### src/hdl/rwe_pkg.sv
// Shared widths, register codes, reset values and structs.
// No dependencies.
package rwe_pkg;

    localparam int CELL_COUNT_DEF = 1024;

    localparam int CELL_W  = 10;
    localparam int DATA_W  = 32;
    localparam int S_W     = DATA_W + 1;
    localparam int W_W     = 17;
    localparam int SK_W    = 24;
    localparam int V_W     = DATA_W + 16;
    localparam int SUM_W   = 40;
    localparam int QUO_W   = 40;

    localparam int IN_TDATA_W  = 224;
    localparam int OUT_TDATA_W = 96;

    localparam int MUL_A_W   = 128;
    localparam int MUL_B_W   = 40;
    localparam int MUL_DIGIT = 8;
    localparam int MUL_STEPS = MUL_B_W / MUL_DIGIT;

    localparam int QUEUE_DEPTH = 2;

    localparam int CFG_ADDR_W = 3;
    localparam int CFG_DATA_W = 32;

    localparam logic [CFG_ADDR_W-1:0] CFG_CMU_QUARTER       = 3'd0;
    localparam logic [CFG_ADDR_W-1:0] CFG_CMU_THREE_QUARTER = 3'd1;
    localparam logic [CFG_ADDR_W-1:0] CFG_VON_KARMAN        = 3'd2;
    localparam logic [CFG_ADDR_W-1:0] CFG_YPLUS_LAMINAR     = 3'd3;
    localparam logic [CFG_ADDR_W-1:0] CFG_LOW_RE_ENABLE     = 3'd4;

    localparam logic [DATA_W-1:0] RST_CMU_QUARTER       = 32'd35958;
    localparam logic [DATA_W-1:0] RST_CMU_THREE_QUARTER = 32'd10633;
    localparam logic [DATA_W-1:0] RST_VON_KARMAN        = 32'd26870;
    localparam logic [DATA_W-1:0] RST_YPLUS_LAMINAR     = 32'd760535;

    localparam logic [SUM_W-1:0] SUM_MAX = '1;

    typedef struct packed {
        logic [DATA_W-1:0] cq;
        logic [DATA_W-1:0] c75;
        logic [DATA_W-1:0] kappa;
        logic [DATA_W-1:0] yl;
        logic              en;
    } t_cfg;

    typedef struct packed {
        logic [CELL_W-1:0] cell_idx;
        logic [S_W-1:0]    s;
        logic [DATA_W-1:0] k;
        logic [DATA_W-1:0] nu;
        logic [DATA_W-1:0] nut;
        logic [DATA_W-1:0] grad;
        logic [W_W-1:0]    w;
        logic [SK_W-1:0]   sk;
        logic              lowre;
    } t_item;

endpackage

### src/hdl/rwe_queue.sv
// Two-entry queue of classified faces between front and back.
// Depends on rwe_pkg.
module rwe_queue (
    input  logic           i_clk,
    input  logic           i_rst_n,
    input  logic           i_push,
    input  rwe_pkg::t_item i_item,
    input  logic           i_pop,
    output rwe_pkg::t_item o_head,
    output logic           o_empty,
    output logic           o_full
);
    import rwe_pkg::*;

    localparam int PTR_W = $clog2(QUEUE_DEPTH);

    t_item              r_slot [QUEUE_DEPTH];
    logic [PTR_W-1:0]   r_wp;
    logic [PTR_W-1:0]   r_rp;
    logic [PTR_W:0]     r_count;

    assign o_empty = (r_count == '0);
    assign o_full  = (r_count == (PTR_W+1)'(QUEUE_DEPTH));
    assign o_head  = r_slot[r_rp];

    always_ff @(posedge i_clk) begin
        if (!i_rst_n) begin
            r_wp    <= '0;
            r_rp    <= '0;
            r_count <= '0;
        end else begin
            if (i_push) begin
                r_slot[r_wp] <= i_item;
                r_wp         <= r_wp + 1'b1;
            end
            if (i_pop) begin
                r_rp <= r_rp + 1'b1;
            end
            if (i_push && !i_pop) begin
                r_count <= r_count + 1'b1;
            end else if (i_pop && !i_push) begin
                r_count <= r_count - 1'b1;
            end
        end
    end
endmodule

### config.mk
export PLATFORM = sky130hd
export DESIGN_NAME = rwe_queue
export DESIGN_NICKNAME = d
export VERILOG_FILES = /design/src/hdl/rwe_pkg.sv /design/src/hdl/rwe_queue.sv
export SDC_FILE = /design/constraint.sdc
export NUM_CORES = 1
export LEC_CHECK = 0
export ABC_CLOCK_PERIOD_IN_PS = 17000
export CAP_MARGIN = 20
export CORE_UTILIZATION = 60
export CTS_BUF_LIST = sky130_fd_sc_hd__clkbuf_2
export DETAILED_ROUTE_END_ITERATION = 7
export DONT_BUFFER_PORTS = 1
export PLACE_DENSITY = 0.83
export SLEW_MARGIN = 25
export SYNTH_ARGS = -nofsm -noshare
export SYNTH_HDL_FRONTEND = slang
export SYNTH_SLANG_ARGS = --single-unit
### constraint.sdc
create_clock -name i_clk -period 17 [get_ports i_clk]
set_input_delay 5.1 -clock i_clk [delete_from_list [all_inputs] [get_ports i_clk]]
set_output_delay 5.1 -clock i_clk [all_outputs]
set_load 0.03 [all_outputs]
# Word-level counts from Yosys, hierarchy flattened
# Memories as Yosys holds them, arrays and structs flattened. A register that Yosys moved wholly into a read port is not among the register bits.
# Index checks and enable logic that the tools add are counted.
word_totals:
  register_bits: 4
  ram_bits: 426
  out_inout_bits: 215
  elab_cells: 22
  mem_count: 1
classes:
  n_addsub: 4
  eq_ne: 1
  muxes: 7
  n_reduce_logical: 6
mem_list:
  columns: ["memory", "words", "width", "rd", "rd_clocked_by_memory_dff", "write_ports", "line_no", "text"]
  rows:
  - ["r_slot", 2, 213, 1, 1, 1, "rwe_queue.sv:17", "t_item r_slot [QUEUE_DEPTH];"]
ops:
  columns: ["op", "count"]
  rows:
  - ["$mux W1", 5]
  - ["$mux W2", 2]
  - ["$add A1 B1 Y1 const B", 2]
  - ["$add A2 B1 Y2 const B", 1]
  - ["$eq A2 B2 Y1 const B", 1]
  - ["$logic_and A1 B1 Y1", 2]
  - ["$logic_not A1 Y1", 2]
  - ["$logic_not A2 Y1", 1]
  - ["$reduce_bool A2 Y1", 1]
  - ["$sub A2 B1 Y2 const B", 1]

# Logic depth before layout (Yosys ltp)
# Gate-level depths: netlist of the first run.
depth:
  depth_word: 4
  ltp_mapped: 5
  depth_no_buf: 5

# Worst setup path after synthesis of the first run
# Ideal clock, no wire load.
synth_timing:
  kind: "input port to flip-flop"
  startpoint: "in i_rst_n"
  endpoint: "mem r_slot[0][0] (netlist name), enable pin"
  arrival_time_ps: 14088
  path_slack_ps: 2116
  path_stages: 2
  path_cell_list: "nand2_1 -> nor2_1"
synth_between:
  elab_chain_cells: 2
synth_rtl:
  columns: ["element", "line_no", "text"]
  rows:
  - ["start, declared", "rwe_queue.sv:5", "input logic i_rst_n,"]
  - ["$mux W1", "rwe_queue.sv:27", "if (!i_rst_n) begin"]
  - ["$mux W1 (not written as such)", "rwe_queue.sv:33", "r_slot[r_wp] <= i_item;"]
  - ["end, declared", "rwe_queue.sv:17", null]
# No other way between the ends.

==> results of run 1 <==
-- worst max-delay path, cell delays in order (launching register included) --
cell,delay [ns]
dfxtp_4,0.81
buf_4,0.91
buf_4,0.79
mux2_2,0.51
-- metal layers --
layer  vias up  wire, um  GRT usage (%)
met3        68      3030           9.96
li1       2962         -              -
met5         -         0              0
met4         0      1060           10.1
met2       349     16000           37.4
met1      3348      9600           19.9
-- worst paths after layout --
path | from | to | slack [ns] | depth (start not counted)
worst max-delay path | register | o_head[198] | 7.94 | 3
worst min-delay path | r_count[1] | r_count[1] | 0.62 | 2
worst min register to register | r_count[1] | r_count[1] | 0.62 | 2
worst max register to register | r_wp | r_slot[1][211] | 14.74 | 2
-- area by class of cell --
class / instances / share of cell area [%]
Inverter: 1 / 0.0215
Multi-Input combinational cell: 230 / 18.1
Clock buffer: 154 / 4.41
Sequential cell: 431 / 73.8
Clock inverter: 19 / 0.516
Timing Repair Buffer: 9 / 0.723
Antenna cell: 1 / 0.0143
Tap cell: 335 / 2.40
-- kinds of logic (layout without fill, tap and decap cells) --
logic type               after synthesis  in the layout  share of synthesized area [%]
AO/OA/AOI/OAI                          2              2                         0.0768
XOR/XNOR                               4              4                          0.215
adder cells (fa/ha/maj)                1              1                         0.0768
buffers and inverters                 25            183                           1.53
flip-flops                           431            431                           79.1
multiplexers                         213            213                           18.6
other                                  0              1                              0
AND/OR/NAND/NOR                       10             10                          0.338
-- power breakdown --
part           internal [uW]  switching [uW]  leakage, uW
sequential              1210            16.5      0.00395
clock                    238             363     0.000675
combinational           81.3             162      0.00156
-- flip-flops by register name, indices dropped and copies added (netlist names), named ones only --
name / flops
r_slot: 426
r_count: 2
r_rp: 1
r_wp: 1
-- cell usage in the layout, fill, tap and decap left out --
| cell type | n |
|---|---|
| buf_4 | 2 |
| xor2_1 | 3 |
| nor2_4 | 1 |
| nand2_1 | 1 |
| a21boi_0 | 1 |
| xnor2_1 | 1 |
| inv_2 | 1 |
| and2_1 | 4 |
| clkinv_4 | 1 |
| clkinv_1 | 12 |
| clkinvlp_4 | 3 |
| and3_4 | 1 |
| inv_1 | 1 |
| o21ai_0 | 1 |
| nor2b_1 | 1 |
| diode_2 | 1 |
| buf_16 | 2 |
| or3_1 | 1 |
| buf_6 | 5 |
| dfxtp_1 | 4 |
| edfxtp_1 | 426 |
| nor2_1 | 1 |
| clkinv_2 | 2 |
| dfxtp_4 | 1 |
| clkbuf_2 | 154 |
| mux2_4 | 170 |
| ha_1 | 1 |
| mux2_2 | 43 |
-- metrics by stage --
step / util [%] / area (sq um) / setup slack (ns)
2_1_floorplan: - / 16300 / 2.12
3_3_place_gp: 62.7 / 16500 / 8.92
3_5_place_dp: 63.0 / 16600 / 8.82
4_1_cts: 66.2 / 17500 / 7.82
5_1_grt: 66.3 / 17500 / 7.66
6_report: 66.3 / 17500 / 7.94
==> impl_metrics.csv, run 1 <==
group,metric,value,unit
status,status,"complete, no violations",
placement,placed_cells_incl_taps,1006,
cells_and_area,drive_gt1_share,45.7,%
placement,gp_congestion,0.813,
sta,fin_crit_sh,53.3,%
global_route,grt.total_usage,20.9,%
detailed_routing,routed_wl,29.7,mm
critical_path,crit_type,"register to output port",
cells_and_area,multi_input_area,0.00316,sq mm
yosys,synth_top_area_share,78.5,%
detailed_routing,drtIter0Drc,466,
power,power.leakage,0.00619,uW
global_route,antenna_found_initial,1,
cts,cts_num_sinks,431,
sta,setup_viol,0,
yosys,synth_top_cell_by_area,"edfxtp_1",
critical_path,cp-start-kind,"register",
yosys,synth_area,0.0163,sq mm
sta,final.min_clock_period,9.06,ns
global_route,grt_pass1_vias,7167,
floorplan,die_h,167,um
cells_and_area,seqCellArea,0.0129,sq mm
sta,slew_viol_final,0,
detailed_routing,vias,6727,
global_route,grt_overflow,0,
yosys,synth_seq_cells,431,
yosys,synth_commonest_cells,"edfxtp_1 (426), mux2_4 (170), mux2_2 (43)",
sta,worst_pin_slew,1.05,ns
cells_and_area,nFillCells,1610,
yosys,async_flop_share,0,%
yosys,synth.most_common_cell,"edfxtp_1",
detailed_routing,ant_nets,0,
floorplan,design.core.area,0.0264,sq mm
power,vdd_drop_max,0.0928,mV
yosys,synth_edf_count,426,
sta,hold_viol_final,0,
cells_and_area,num-nets-final,991,
placement,port_buffers,0,
placement,dp_hpwl,20.6,mm
cts,cts_setup_buffers,0,
cts,clock_tree.root_cell,"clkbuf_2",
sta,max_freq,110,MHz
cts,cts_made_buffers,100,
yosys,syn_nets,904,
floorplan,initial_core_util,61.8,%
yosys,synthDistinctLibCells,18,
cts,worstSkewPairLatency,0.84,ns
floorplan,placementRows,59,
cts,path_clk_slew,0.11,ns
floorplan,io_pins,432,
detailed_routing,via_per_inst,5.70,
cells_and_area,fin_cells,1180,
critical_path,endpoint_kind,"output port",
yosys,synthCells,686,
min_path,hp-class,"register to register",
job,cap_violations,0,
global_route,grt_max_degree,90,
cells_and_area,area_growth,7.24,%
cts,htreeDepth,3,
yosys,synth.area.top_cells,"edfxtp_1 (79%), mux2_4 (16%), mux2_2 (3.0%)",
detailed_routing,drt_first_pass_iters,4,
cts,postCtsHoldBufs,0,
power,power.density,119,mW/mm^2
floorplan,die_w,167,um
sta,grt_setup_unrepaired,"false",
yosys,avgSynthCellArea,23.8,sq um
cts,clock_path_buffers,3,
critical_path,cp.arrival,3.96,ns
sta,final.setup_skew,0.0599,ns
global_route,grt_pass1_wl,42.4,mm
yosys,yosysWarnings,0,
yosys,synth_flop_cell,"edfxtp_1",
cts,post_cts_resize_count,0,
power,finalPower,2080,uW
detailed_routing,drc,0,
detailed_routing,routedWlPerCell,25.1,um
cts,cts_tree,"yes",
critical_path,crit_path_max_fanout,65,
critical_path,required,11.90,ns
sta,timing.hold.ws,0.617,ns
floorplan,die-area,0.0278,sq mm
sta,slew_headroom,30.2,%
sta,fin_tns_setup,0,ns
yosys,yosysSeqAreaShare,79.1,%
Note: power is estimated with default switching activity, not from simulation.
==> run 2: changes to the inputs <==
ABC_CLOCK_PERIOD_IN_PS = 8900   (was 17000)
clock period = 8.9 ns   (was 17 ns; I/O delays follow)
==> run 2 against run 1 <==
  * Sequential share of layout area is 0.13 points lower
  * Via count increased by 1.3%
  * Critical endpoint is now o_head[15]
  * Setup slack lost 5.0 ns
  * Design area increased by 0.18%
  * Global-route usage up 0.88 points
  * Critical path depth down 1
  * Non-clock buffer count shrank 1
  * Clock skew down 0.011 ns
  * Clock power is 99% higher
  * Hold slack lost 0.059 ns
  * Combinational power grew 90%
  * Sequential power is 91% higher
==> impl_metrics.csv, run 2 (synthesis gave the netlist of run 1 again) <==
group,metric,value,unit
critical_path,critPathBufInv,1,
cells_and_area,area_growth,7.43,%
cts,post_cts_resize_count,0,
status,status,"complete, no violations",
global_route,grt_pass1_vias,7353,
power,vdd_drop_max,0.139,mV
global_route,grt_util_met2,39.1,%
cts,cts_num_sinks,431,
power,power.density,230,mW/mm^2
cts,clock_tree.root_cell,"clkbuf_2",
detailed_routing,vias,6813,
cells_and_area,mostFrequentLayoutCells,"edfxtp_1 (426), mux2_4 (170), clkbuf_2 (152)",
cells_and_area,largest_reg_flops,426,
sta,final.setup_skew,0.0489,ns
cts,postCtsHoldBufs,0,
cells_and_area,fin_cells,1186,
floorplan,io_pins,432,
sta,worst_pin_slew,1.01,ns
sta,final.min_clock_period,5.95,ns
cts,clock_path_buffers,3,
critical_path,reg2reg_slack,6.45,ns
critical_path,r2r-end,"r_slot[0][71]",
detailed_routing,drt_first_pass_iters,4,
cts,cts_tree,"yes",
detailed_routing,ant_nets,0,
global_route,antenna_found_initial,1,
placement,port_buffers,0,
detailed_routing,via_per_inst,5.74,
floorplan,placementRows,59,
cells_and_area,final_common_cell,"edfxtp_1",
global_route,grtUsageMet1,21.1,%
sta,slew_headroom,33.0,%
cts,worstSkewPairLatency,0.89,ns
critical_path,worstPathCellList,"buf_4, mux2_2",
detailed_routing,routed_wl,30.5,mm
placement,gp_congestion,0.816,
sta,max_freq,168,MHz
floorplan,design.core.area,0.0264,sq mm
placement,placed_cells_incl_taps,1004,
job,cap_violations,0,
critical_path,slowest_delay,0.95,ns
critical_path,crit_slowest_cell,"dfxtp_4",
cells_and_area,drive_gt1_share,45.3,%
sta,fin_tns_setup,0,ns
global_route,grt_max_degree,131,
placement,place_ws,3.78,ns
cells_and_area,largest-register,"r_slot",
detailed_routing,routedWlPerCell,25.7,um
cts,path_clk_slew,0.10,ns
floorplan,die_h,167,um
critical_path,r2r_start,"r_wp",
placement,dp_hpwl,20.4,mm
critical_path,required,6.23,ns
detailed_routing,drtIter0Drc,399,
cts,htreeDepth,3,
sta,slew_viol_final,0,
sta,setup_viol,0,
global_route,grt_overflow,0,
critical_path,cp.arrival,3.28,ns
global_route,grt_pass1_wl,44.4,mm
sta,setup_slack,2.95,ns
sta,timing.hold.ws,0.558,ns
min_path,hp-class,"register to register",
critical_path,crit_path_max_fanout,57,
global_route,met3_usage,9.53,%
sta,grt_setup_unrepaired,"false",
floorplan,die_w,167,um
sta,hold_viol_final,0,
sta,fin_crit_sh,66.8,%
critical_path,cp-start-kind,"register",
critical_path,endpoint_kind,"output port",
critical_path,rr_worst_depth,2,
global_route,busiest_layer,"met2",
critical_path,crit_end,"o_head[15]",
cts,cts_made_buffers,99,
global_route,grt.total_usage,21.7,%
critical_path,cp.depth,2,
floorplan,initial_core_util,61.8,%
floorplan,die-area,0.0278,sq mm
cells_and_area,reg_top3,"r_slot: 426 flops, r_count: 2 flops",
detailed_routing,drc,0,
critical_path,cp_top_family,"flip-flops",
power,power.leakage,0.00620,uW
cells_and_area,num-nets-final,989,
cts,cts_setup_buffers,0,
critical_path,crit_type,"register to output port",
## run 2: cell count changes in the layout (fill, tap and decap cells not counted), sizes merged
cell	change
buf	-1
bufinv	+1
clkbuf	-2
clkinv	+9
clkinvlp	-1
## run 2: layer usage
metal | vias to the layer above | part of all wire (%)
li1 | 2966 | -
met3 | 62 | 10
met1 | 3411 | 32
met2 | 374 | 54
met5 | - | 0
met4 | 0 | 3.2
## run 2: layout make-up
| cell class | count | area, sq um |
|---|---|---|
| inverter | 1 | 3.75 |
| fill | 1653 | 8850 |
| tap | 335 | 419 |
| timing repair buffer | 8 | 105 |
| antenna | 1 | 2.50 |
| clock inverter | 28 | 153 |
| sequential | 431 | 12900 |
| multi-input combinational | 230 | 3160 |
| clock buffer | 152 | 761 |
## run 2: metrics by stage
stage	instance area [sq um]	total power (uW)	util, %
2_1_floorplan	16300	2830	-
3_3_place_gp	16600	2850	62.8
3_5_place_dp	16600	2860	62.8
4_1_cts	17500	4070	66.3
5_1_grt	17500	4190	66.4
6_report	17500	4020	66.4
## run 2: worst min-delay path by stage
stage | slack, ns | cells past startpoint | from | to
4_1_cts | 0.56 | 2 | r_count[1] | r_count[1]
3_3_place_gp | 0.49 | 2 | r_count[1] | r_count[1]
5_1_grt | 0.59 | 2 | r_count[1] | r_count[1]
3_5_place_dp | 0.55 | 2 | r_count[1] | r_count[1]
2_1_floorplan | 0.47 | 2 | r_count[1] | r_count[1]
6_report | 0.56 | 2 | r_count[1] | r_count[1]
## run 2: worst reg2reg max path, cell delays in order, from the launching register on
cell,delay [ns]
dfxtp_1,0.36
nor2_4,0.72
buf_4,0.84
## run 2: where the power goes
group | total (uW) | leakage (uW) | switching [uW] | internal (uW)
Combinational | 461 | 0.00155 | 307 | 154
Sequential | 2350 | 0.00395 | 35.1 | 2320
Clock | 1200 | 0.000700 | 718 | 485
Total | 4020 | 0.00620 | 1060 | 2960
