==> src/hdl/rwe_pkg.sv <==
// Shared widths, register codes, reset values and structs.
// No dependencies.
package rwe_pkg;

    localparam int CELL_COUNT_DEF = 1024;

    localparam int CELL_W  = 10;
    localparam int DATA_W  = 32;
    localparam int S_W     = DATA_W + 1;
    localparam int W_W     = 17;
    localparam int SK_W    = 24;
    localparam int V_W     = DATA_W + 16;
    localparam int SUM_W   = 40;
    localparam int QUO_W   = 40;

    localparam int IN_TDATA_W  = 224;
    localparam int OUT_TDATA_W = 96;

    localparam int MUL_A_W   = 128;
    localparam int MUL_B_W   = 40;
    localparam int MUL_DIGIT = 8;
    localparam int MUL_STEPS = MUL_B_W / MUL_DIGIT;

    localparam int QUEUE_DEPTH = 2;

    localparam int CFG_ADDR_W = 3;
    localparam int CFG_DATA_W = 32;

    localparam logic [CFG_ADDR_W-1:0] CFG_CMU_QUARTER       = 3'd0;
    localparam logic [CFG_ADDR_W-1:0] CFG_CMU_THREE_QUARTER = 3'd1;
    localparam logic [CFG_ADDR_W-1:0] CFG_VON_KARMAN        = 3'd2;
    localparam logic [CFG_ADDR_W-1:0] CFG_YPLUS_LAMINAR     = 3'd3;
    localparam logic [CFG_ADDR_W-1:0] CFG_LOW_RE_ENABLE     = 3'd4;

    localparam logic [DATA_W-1:0] RST_CMU_QUARTER       = 32'd35958;
    localparam logic [DATA_W-1:0] RST_CMU_THREE_QUARTER = 32'd10633;
    localparam logic [DATA_W-1:0] RST_VON_KARMAN        = 32'd26870;
    localparam logic [DATA_W-1:0] RST_YPLUS_LAMINAR     = 32'd760535;

    localparam logic [SUM_W-1:0] SUM_MAX = '1;

    typedef struct packed {
        logic [DATA_W-1:0] cq;
        logic [DATA_W-1:0] c75;
        logic [DATA_W-1:0] kappa;
        logic [DATA_W-1:0] yl;
        logic              en;
    } t_cfg;

    typedef struct packed {
        logic [CELL_W-1:0] cell_idx;
        logic [S_W-1:0]    s;
        logic [DATA_W-1:0] k;
        logic [DATA_W-1:0] nu;
        logic [DATA_W-1:0] nut;
        logic [DATA_W-1:0] grad;
        logic [W_W-1:0]    w;
        logic [SK_W-1:0]   sk;
        logic              lowre;
    } t_item;

endpackage

==> src/hdl/rwe_mul.sv <==
// Shift-add multiplier, one 8-bit digit of the second operand per cycle.
// Depends on rwe_pkg.
module rwe_mul (
    input  logic                        i_clk,
    input  logic                        i_rst_n,
    input  logic                        i_start,
    input  logic [rwe_pkg::MUL_A_W-1:0] i_a,
    input  logic [rwe_pkg::MUL_B_W-1:0] i_b,
    output logic                        o_done,
    output logic [rwe_pkg::MUL_A_W-1:0] o_p
);
    import rwe_pkg::*;

    localparam int CNT_W = $clog2(MUL_STEPS);

    logic [MUL_A_W-1:0] r_a;
    logic [MUL_B_W-1:0] r_b;
    logic [MUL_A_W-1:0] r_acc;
    logic [CNT_W-1:0]   r_cnt;
    logic               r_busy;
    logic               r_done;

    always_ff @(posedge i_clk) begin
        if (!i_rst_n) begin
            r_busy <= 1'b0;
            r_done <= 1'b0;
        end else begin
            r_done <= 1'b0;
            if (i_start) begin
                r_a    <= i_a;
                r_b    <= i_b;
                r_acc  <= '0;
                r_cnt  <= '0;
                r_busy <= 1'b1;
            end else if (r_busy) begin
                r_acc <= r_acc + r_a * MUL_A_W'(r_b[MUL_DIGIT-1:0]);
                r_a   <= r_a << MUL_DIGIT;
                r_b   <= r_b >> MUL_DIGIT;
                r_cnt <= r_cnt + 1'b1;
                if (r_cnt == CNT_W'(MUL_STEPS - 1)) begin
                    r_busy <= 1'b0;
                    r_done <= 1'b1;
                end
            end
        end
    end

    assign o_done = r_done;
    assign o_p    = r_acc;
endmodule

==> src/hdl/rwe_front.sv <==
// Front part: takes a face, wraps the cell index, takes sqrt(k) and decides
// the low-Reynolds branch. Depends on rwe_pkg and rwe_mul.
module rwe_front #(
    parameter int CELL_COUNT = rwe_pkg::CELL_COUNT_DEF
) (
    input  logic                           i_clk,
    input  logic                           i_rst_n,
    input  rwe_pkg::t_cfg                  i_cfg,
    input  logic                           i_hold,
    input  logic                           i_valid,
    output logic                           o_ready,
    input  logic [rwe_pkg::IN_TDATA_W-1:0] i_data,
    output logic                           o_push,
    output rwe_pkg::t_item                 o_item,
    input  logic                           i_full
);
    import rwe_pkg::*;

    typedef enum logic [2:0] {F_IDLE, F_SQRT, F_L1, F_L2, F_R, F_PUSH} t_state;

    t_state             r_state;
    logic [CELL_W-1:0]  r_cell;
    logic [DATA_W-1:0]  r_y, r_k, r_nu, r_nut, r_grad;
    logic [S_W-1:0]     r_s;
    logic [W_W-1:0]     r_w;
    logic [V_W-1:0]     r_v, r_res, r_bit;
    logic [4:0]         r_cnt;
    logic [SK_W-1:0]    r_sk;
    logic [MUL_A_W-1:0] r_t, r_left;
    logic               r_lowre;
    logic               r_wait;

    logic [V_W-1:0]     sq_sum, sq_res_nx, sq_v_nx;
    logic               sq_ge;
    logic [31:0]        mod_lim;
    logic               mod_ge;
    logic               mul_start, mul_done;
    logic [MUL_A_W-1:0] mul_a, mul_p, right;
    logic [MUL_B_W-1:0] mul_b;

    // one digit-pair of the integer square root per cycle
    always_comb begin
        sq_sum    = r_res + r_bit;
        sq_ge     = (r_v >= sq_sum);
        sq_res_nx = sq_ge ? (r_res >> 1) + r_bit : r_res >> 1;
        sq_v_nx   = sq_ge ? r_v - sq_sum : r_v;
    end

    // cell index modulo CELL_COUNT, one shifted compare-subtract per cycle
    assign mod_lim = 32'(CELL_COUNT) << r_cnt;
    assign mod_ge  = (r_cnt < 5'(CELL_W)) && (32'(r_cell) >= mod_lim);

    always_comb begin
        unique case (r_state)
            F_L1: begin
                mul_a = MUL_A_W'(i_cfg.cq);
                mul_b = MUL_B_W'(r_y);
            end
            F_L2: begin
                mul_a = r_t;
                mul_b = MUL_B_W'(r_sk);
            end
            F_R: begin
                mul_a = MUL_A_W'(i_cfg.yl);
                mul_b = MUL_B_W'(r_nu);
            end
            default: begin
                mul_a = '0;
                mul_b = '0;
            end
        endcase
    end

    assign mul_start = (r_state == F_L1 || r_state == F_L2 || r_state == F_R) && !r_wait;
    assign right     = mul_p << 16;

    rwe_mul u_mul (
        .i_clk   (i_clk),
        .i_rst_n (i_rst_n),
        .i_start (mul_start),
        .i_a     (mul_a),
        .i_b     (mul_b),
        .o_done  (mul_done),
        .o_p     (mul_p)
    );

    assign o_ready = (r_state == F_IDLE) && !i_hold;
    assign o_push  = (r_state == F_PUSH) && !i_full;

    always_comb begin
        o_item.cell_idx = r_cell;
        o_item.s        = r_s;
        o_item.k        = r_k;
        o_item.nu       = r_nu;
        o_item.nut      = r_nut;
        o_item.grad     = r_grad;
        o_item.w        = r_w;
        o_item.sk       = r_sk;
        o_item.lowre    = r_lowre;
    end

    always_ff @(posedge i_clk) begin
        if (!i_rst_n) begin
            r_state <= F_IDLE;
            r_wait  <= 1'b0;
        end else begin
            if (mul_start) begin
                r_wait <= 1'b1;
            end
            unique case (r_state)
                F_IDLE: begin
                    if (i_valid && o_ready) begin
                        r_cell  <= i_data[9:0];
                        r_y     <= i_data[41:10];
                        r_k     <= i_data[73:42];
                        r_nu    <= i_data[105:74];
                        r_nut   <= i_data[137:106];
                        r_grad  <= i_data[169:138];
                        r_s     <= S_W'(i_data[41:10]) + S_W'(i_data[201:170]);
                        r_w     <= i_data[218:202];
                        r_v     <= {i_data[73:42], 16'd0};
                        r_res   <= '0;
                        r_bit   <= V_W'(1) << (V_W - 2);
                        r_cnt   <= 5'(SK_W - 1);
                        r_state <= F_SQRT;
                    end
                end
                F_SQRT: begin
                    r_v   <= sq_v_nx;
                    r_res <= sq_res_nx;
                    r_bit <= r_bit >> 2;
                    r_cnt <= r_cnt - 1'b1;
                    if (mod_ge) begin
                        r_cell <= r_cell - CELL_W'(mod_lim);
                    end
                    if (r_cnt == '0) begin
                        r_sk    <= sq_res_nx[SK_W-1:0];
                        r_state <= F_L1;
                    end
                end
                F_L1: begin
                    if (mul_done) begin
                        r_wait  <= 1'b0;
                        r_t     <= mul_p;
                        r_state <= F_L2;
                    end
                end
                F_L2: begin
                    if (mul_done) begin
                        r_wait  <= 1'b0;
                        r_left  <= mul_p;
                        r_state <= F_R;
                    end
                end
                F_R: begin
                    if (mul_done) begin
                        r_wait  <= 1'b0;
                        r_lowre <= i_cfg.en && (r_left < right);
                        r_state <= F_PUSH;
                    end
                end
                F_PUSH: begin
                    if (!i_full) begin
                        r_state <= F_IDLE;
                    end
                end
                default: r_state <= F_IDLE;
            endcase
        end
    end
endmodule

==> config.mk <==
export PLATFORM = sky130hd
export DESIGN_NAME = rwe_front
export DESIGN_NICKNAME = d
export VERILOG_FILES = /design/src/hdl/rwe_pkg.sv /design/src/hdl/rwe_mul.sv /design/src/hdl/rwe_front.sv
export SDC_FILE = /design/constraint.sdc
export NUM_CORES = 2
export LEC_CHECK = 0
export BUFFER_PORTS_ARGS = -buffer_cell sky130_fd_sc_hd__buf_2
export CORE_ASPECT_RATIO = 0.5
export CORE_UTILIZATION = 50
export CTS_CLUSTER_DIAMETER = 200
export CTS_CLUSTER_SIZE = 24
export DETAILED_ROUTE_END_ITERATION = 12
export MAX_ROUTING_LAYER = met4
export PLACE_DENSITY = 0.65
export SLEW_MARGIN = 20
export SYNTH_ARGS = -nofsm -noshare
export SYNTH_HDL_FRONTEND = slang
export SYNTH_SLANG_ARGS = --single-unit
==> constraint.sdc <==
create_clock -name i_clk -period 33.4 [get_ports i_clk]
set_input_delay 0 -clock i_clk [delete_from_list [all_inputs] [get_ports i_clk]]
set_output_delay 0 -clock i_clk [all_outputs]
set_load 0.01 [all_outputs]
; Word level (Yosys, flattened, before mapping)
; Cells that the tools add are included.
[totals]
ff_bits = 955
elab_cells = 116
[op_classes]
n_addsub = 8
multipliers = 1
magnitude_cmp = 4
n_eq_ne = 14
shift = 1
n_mux = 35
bitwise = 2
reduce_logical = 27
[op_table]
columns = cell, n
row1 = two-way mux 128 bit, 3
row2 = one-hot mux 128 bit (3 select lines), 1
row3 = one-hot mux 48 bit (2 select lines), 3
row4 = two-way mux 48 bit, 5
row5 = adder 128 bit, 1
row6 = less-than comparator 128 bit, 1
row7 = multiplier 128 x 8 -> 128 bit, 1
row8 = one-hot mux 32 bit (3 select lines), 1
row9 = two-way mux 40 bit, 2
row10 = adder 47 x 48 -> 48 bit, 1
row11 = adder 48 bit, 1
row12 = >= comparator 48 bit, 1
row13 = subtractor 48 bit, 1
row14 = adder 32 x 32 -> 33 bit, 1
row15 = >= comparator 10 x 32 -> 1 bit, 1
row16 = << shifter 11 x 5 -> 32 bit (first input constant), 1
row17 = two-way mux 3 bit, 7
row18 = two-way mux 10 bit, 2
row19 = one-hot mux 10 bit (2 select lines), 1
row20 = one-hot mux 3 bit (6 select lines), 1
row21 = AND reduction 3 bit, 6
row22 = one-hot mux 5 bit (2 select lines), 1
row23 = subtractor 10 bit, 1
row24 = == test 3 bit (second input constant), 3
row25 = other kinds (20), 45

; Logic depth before layout (Yosys ltp)
[logic_depth]
word_depth = 7
mapped_depth = 27
mapped_depth_nobuf = 26

; Hierarchy
; Synthesis repeated with hierarchy kept, for this count alone.
[hier_totals]
cells_unflattened = 7618
hier_area_um2 = 78874.4
[by_module_without_submodules]
columns = module, n_inst, cells_each, area_per_inst_um2, seq_area_each_um2
row1 = rwe_mul, 1, 4876, 46767.4, 9018.6
row2 = rwe_front, 1, 2742, 32107.0, 18397.6

; Worst setup path before layout
; Ideal clock, no wire load.
[synth_path]
path_type = register to register
from = reg r_state[2]
to = reg u_mul.r_acc[0], in the netlist u_mul.o_p[0], enable pin
arrival_ns = 13.543
required_ns = 32.443
setup_slack_ns = 18.900
stages_incl_launch_ff = 8
path_buffers = 3
cell_sequence = dfxtp_1 nand2b_1 clkbuf_1 a21oi_1 buf_4 buf_6 nor2_1 nor2_1
[synth_between]
elab_chain_len = 6
elab_cells_between_ends = 8
classes_between = 3 x eq/ne / 5 x reduce/logical
[synth_lines]
columns = element, line_no
row1 = from (decl), rwe_front.sv:21  ; t_state r_state;
row2 = from (signal assigned), rwe_front.sv:104  ; r_state <= F_IDLE;
row3 = from (signal assigned), rwe_front.sv:125  ; r_state <= F_SQRT;
row4 = from (signal assigned), rwe_front.sv:138  ; r_state <= F_L1;
row5 = == test 3 x 2 -> 1 bit, rwe_front.sv:74  ; assign mul_start = (r_state == F_L1 || r_state == F_L2 || r_state == F_R) && !r_wait;
row6 = logical OR 1 bit, rwe_front.sv:74
row7 = logical OR 1 bit (*), rwe_front.sv:74
row8 = logical AND 1 bit (*), rwe_front.sv:74
row9 = nonzero test 2 bit (no source line) (*), n/a
row10 = AND reduction 2 bit (no source line) (*), n/a
row11 = to (signal assigned), rwe_mul.sv:36  ; r_acc <= r_acc + r_a * MUL_A_W'(r_b[MUL_DIGIT-1:0]);
row12 = to (decl), rwe_mul.sv:18  ; logic [MUL_A_W-1:0] r_acc;
; Mark *: on every way between the ends. The rest lies on a longest branch, timed or not.
; A chain may end at the register's enable or synchronous reset.

; Worst setup path after layout
[layout_path]
from = reg u_mul.r_b[0]
to = reg u_mul.r_acc[113], in the netlist u_mul.o_p[113], data pin
[layout_between]
elab_chain_len = 3
[layout_lines]
columns = element, line_no
row1 = from (decl), rwe_mul.sv:17  ; logic [MUL_B_W-1:0] r_b;
row2 = from (signal assigned), rwe_mul.sv:31  ; r_b <= i_b;
row3 = from (signal assigned), rwe_mul.sv:38  ; r_b <= r_b >> MUL_DIGIT;
row4 = multiplier 128 x 8 -> 128 bit, rwe_mul.sv:36
row5 = adder 128 bit, rwe_mul.sv:36
row6 = two-way mux 128 bit, rwe_mul.sv:35  ; end else if (r_busy) begin
; No other way between the ends. The select of a mux whose other input is x is not followed.

==> reports/qor.csv <==
metric,value,unit
status,finished clean,
tns,0,ns
grt_overflow,0,
ios,573,
yosysWarnings,0,
synthTopCellsByArea,"edfxtp_1, fa_1, ha_1",
syn_area,76530,um2
report.final.slew_viol_count,0,
dp_slack,24.67,ns
startpoint_type,register,
core-area,151800,um2
synth-async-reset-ratio,0,%
tritoncts,built,
drtPass1Iterations,5,
syn-num-nets,8997,
portBuffers,503,
critPathCaptureType,register,
path_clk_slew,0.11,ns
worstHoldStart,i_data[202],
grt_max_degree,128,
worst_slack,24.52,ns
max_cap_viol_count,0,
drt_iter0_markers,5048,
remaining_drc_errors,0,
cts_max_level,2,
postRouteAntennaNets,0,
finClkSkew,0.03248,ns
synth_cell_types,91,
start_util,50.42,%
yosys_most_used_dff,edfxtp_1,
fin_crit,8.876,ns
chipHeight,278.6,um
nets,9687,
cts_buffer_depth,3,
clk_root_buffer_cell,clkbuf_16,
cts_buffers,43,
insertion_delay,0.69,ns
cts_resized,0,
startpoint,u_mul.r_b[0]$_DFFE_PP_,
rsz0062_at_grt,false,
synth_edf_count,901,
crit_type,register to register,
syn_avg_cell_area,10.35,um2
relSlewSlack,18.67,%
syn_inst,7394,
tightestPinTransition,1.220,ns
vias,56639,
synth_top_area_share,35.36,%
final-hold-violation-count,0,
setup_viol,0,
seq_area_frac_synth,35.51,%
dpl.hpwl,157100,um
finalWirelength,215300,um
dieWidth,555.3,um
grt_first_pass_wirelength,336900,um
rows,101,
antenna_found_initial,5,
area.growth.synth_to_final,12.27,%
globalplace.congestion,0.9324,
nFillCells,13244,
cts_num_sinks,907,
min_path_type,input pin to register,
track_usage,28.87,%
drive_gt1_share,8.094,%
yosysTopAreaCell,edfxtp_1,
die-area,154700,um2
critPathMaxFanout,65,
ys_ff_latch,907,
crit_arrival,9.27,ns
timing.hold.ws,0.03390,ns
wl_per_cell,21.17,um
final.period_utilization,26.58,%
viasPerCell,5.570,
cp.required,33.79,ns
fmax,0.1127,GHz
crit-reg2reg-launch,u_mul.r_b[0]$_DFFE_PP_,
grt_pass1_vias,57295,
## Yosys cell counts (8+ instances only)
| cell | instances |
|---|---|
| nand4_1 | 87 |
| xor2_1 | 116 |
| buf_1 | 23 |
| clkbuf_1 | 234 |
| nor3b_1 | 9 |
| o21bai_1 | 57 |
| nor4_1 | 10 |
| o21ai_0 | 265 |
| a211oi_1 | 15 |
| nor3_1 | 51 |
| o21a_1 | 35 |
| inv_1 | 1024 |
| o31ai_1 | 15 |
| xnor2_1 | 172 |
| nand3_1 | 134 |
| ha_1 | 385 |
| nand2b_1 | 37 |
| nor2_1 | 399 |
| o211ai_1 | 25 |
| and3_1 | 60 |
| nand2_1 | 832 |
| a31o_2 | 8 |
| fa_1 | 860 |
| o21ai_1 | 9 |
| a21oi_1 | 359 |
| or3_1 | 14 |
| mux2i_1 | 60 |
| a31oi_1 | 57 |
| buf_4 | 8 |
| nor2b_1 | 63 |
| edfxtp_1 | 901 |
| a21o_1 | 152 |
| and2_1 | 751 |
| a22oi_1 | 11 |
## per-layer routing
layer / wire, um / part of all wire [%] / GRT usage [%]
met5: 0 / 0 / -
met4: 4576 / 2.1 / 5.557
met3: 13770 / 6.4 / 2.641
met2: 102000 / 47 / 46.25
met1: 94940 / 44 / 40.51
## cell families (layout without fill, tap and decap cells)
logic type                 Yosys count  in the layout  share of synthesized area [%]
and+or+nand+nor                   2479           2479                          16.04
other                                0              3                              0
DFF                                907            907                          35.51
xor gates and xnor gates           288            288                          3.296
AOI/OAI and AO/OA                 1102           1102                          8.891
buffers and inverters             1308           2019                          6.612
muxes                               65             65                         0.8584
adders and majority gates         1245           1245                          28.79
## what timing repair did
action                                 in CTS  in global routing
buffers inserted                            0                  0
hold buffers                              378                  0
endpoints found under the hold margin     293                  0
## worst paths after layout
kind	slack, ns	endpoint	depth (start not counted)
setup / recovery	24.52	u_mul.o_p[113]$_SDFFCE_PP0P_	21
hold / removal	0.03	r_w[0]$_DFFE_PP_	2
setup reg to reg	24.52	u_mul.o_p[113]$_SDFFCE_PP0P_	21
hold reg to reg	0.46	r_t[5]$_DFFE_PP_	0
## through the flow
step / cells / util (%) / instance area, um2
global route: 10168 / 56.61 / 85920
detailed placement: 9720 / 53.30 / 80900
global placement: 9720 / 53.30 / 80900
floorplan: 7394 / - / 76530
CTS: 10164 / 56.59 / 85880
finish: 10168 / 56.61 / 85920
## flip-flops by register name, summed over array words and instances, names as in the netlist, 32 cells and up, named ones only
name,cells
u_mul.r_b,32
u_mul.o_p,128
r_res,48
r_v,48
r_y,32
r_grad,32
r_nu,32
u_mul.r_a,128
r_s,33
r_t,128
r_nut,32
r_k,32
r_left,112
## worst max-delay path, stage by stage (launching register included)
cell and delay (ns):
edfxtp_1 0.55, buf_4 0.60, buf_4 0.70, nand2_1 0.15, fa_1 0.52, inv_1 0.05
fa_1 0.54, fa_1 0.45, fa_1 0.51, ha_1 0.38, o211ai_1 0.11, a21oi_1 0.29
o211ai_1 0.21, a2111oi_0 0.80, o21ai_1 0.32, a311oi_1 0.62, o211ai_1 0.29, a21boi_1 0.41
o211ai_1 0.36, a211oi_1 0.40, o21ai_0 0.11, nor3b_1 0.16
## layout make-up
| cell class | count | area [um2] | area share [%] |
|---|---|---|---|
| antenna | 3 | 7.507 | 0.008738 |
| clock buffer | 62 | 1147 | 1.335 |
| clock inverter | 4 | 56.30 | 0.06553 |
| inverter | 1024 | 3845 | 4.475 |
| multi-input combinational | 5179 | 44370 | 51.65 |
| sequential | 907 | 27180 | 31.63 |
| tap | 2060 | 2577 | 3.000 |
| timing repair buffer | 929 | 6731 | 7.835 |
## cells in the final DEF (no fill, tap or decap), types with 116 or more instances in the layout
| cell | netlist | final |
|---|---|---|
| xnor2_1 | 172 | 172 |
| edfxtp_1 | 901 | 901 |
| ha_1 | 385 | 385 |
| a21oi_1 | 359 | 357 |
| o21ai_0 | 265 | 265 |
| inv_1 | 1024 | 1022 |
| buf_2 | 7 | 503 |
| and2_1 | 751 | 750 |
| xor2_1 | 116 | 116 |
| fa_1 | 860 | 860 |
| nand2_1 | 832 | 832 |
| nor2_1 | 399 | 396 |
| a21o_1 | 152 | 151 |
| nand3_1 | 134 | 134 |
| dlygate4sd3_1 | 0 | 378 |
Power is not shown: default switching activity piles up to over one toggle a cycle in this logic, so the estimate is an artifact.
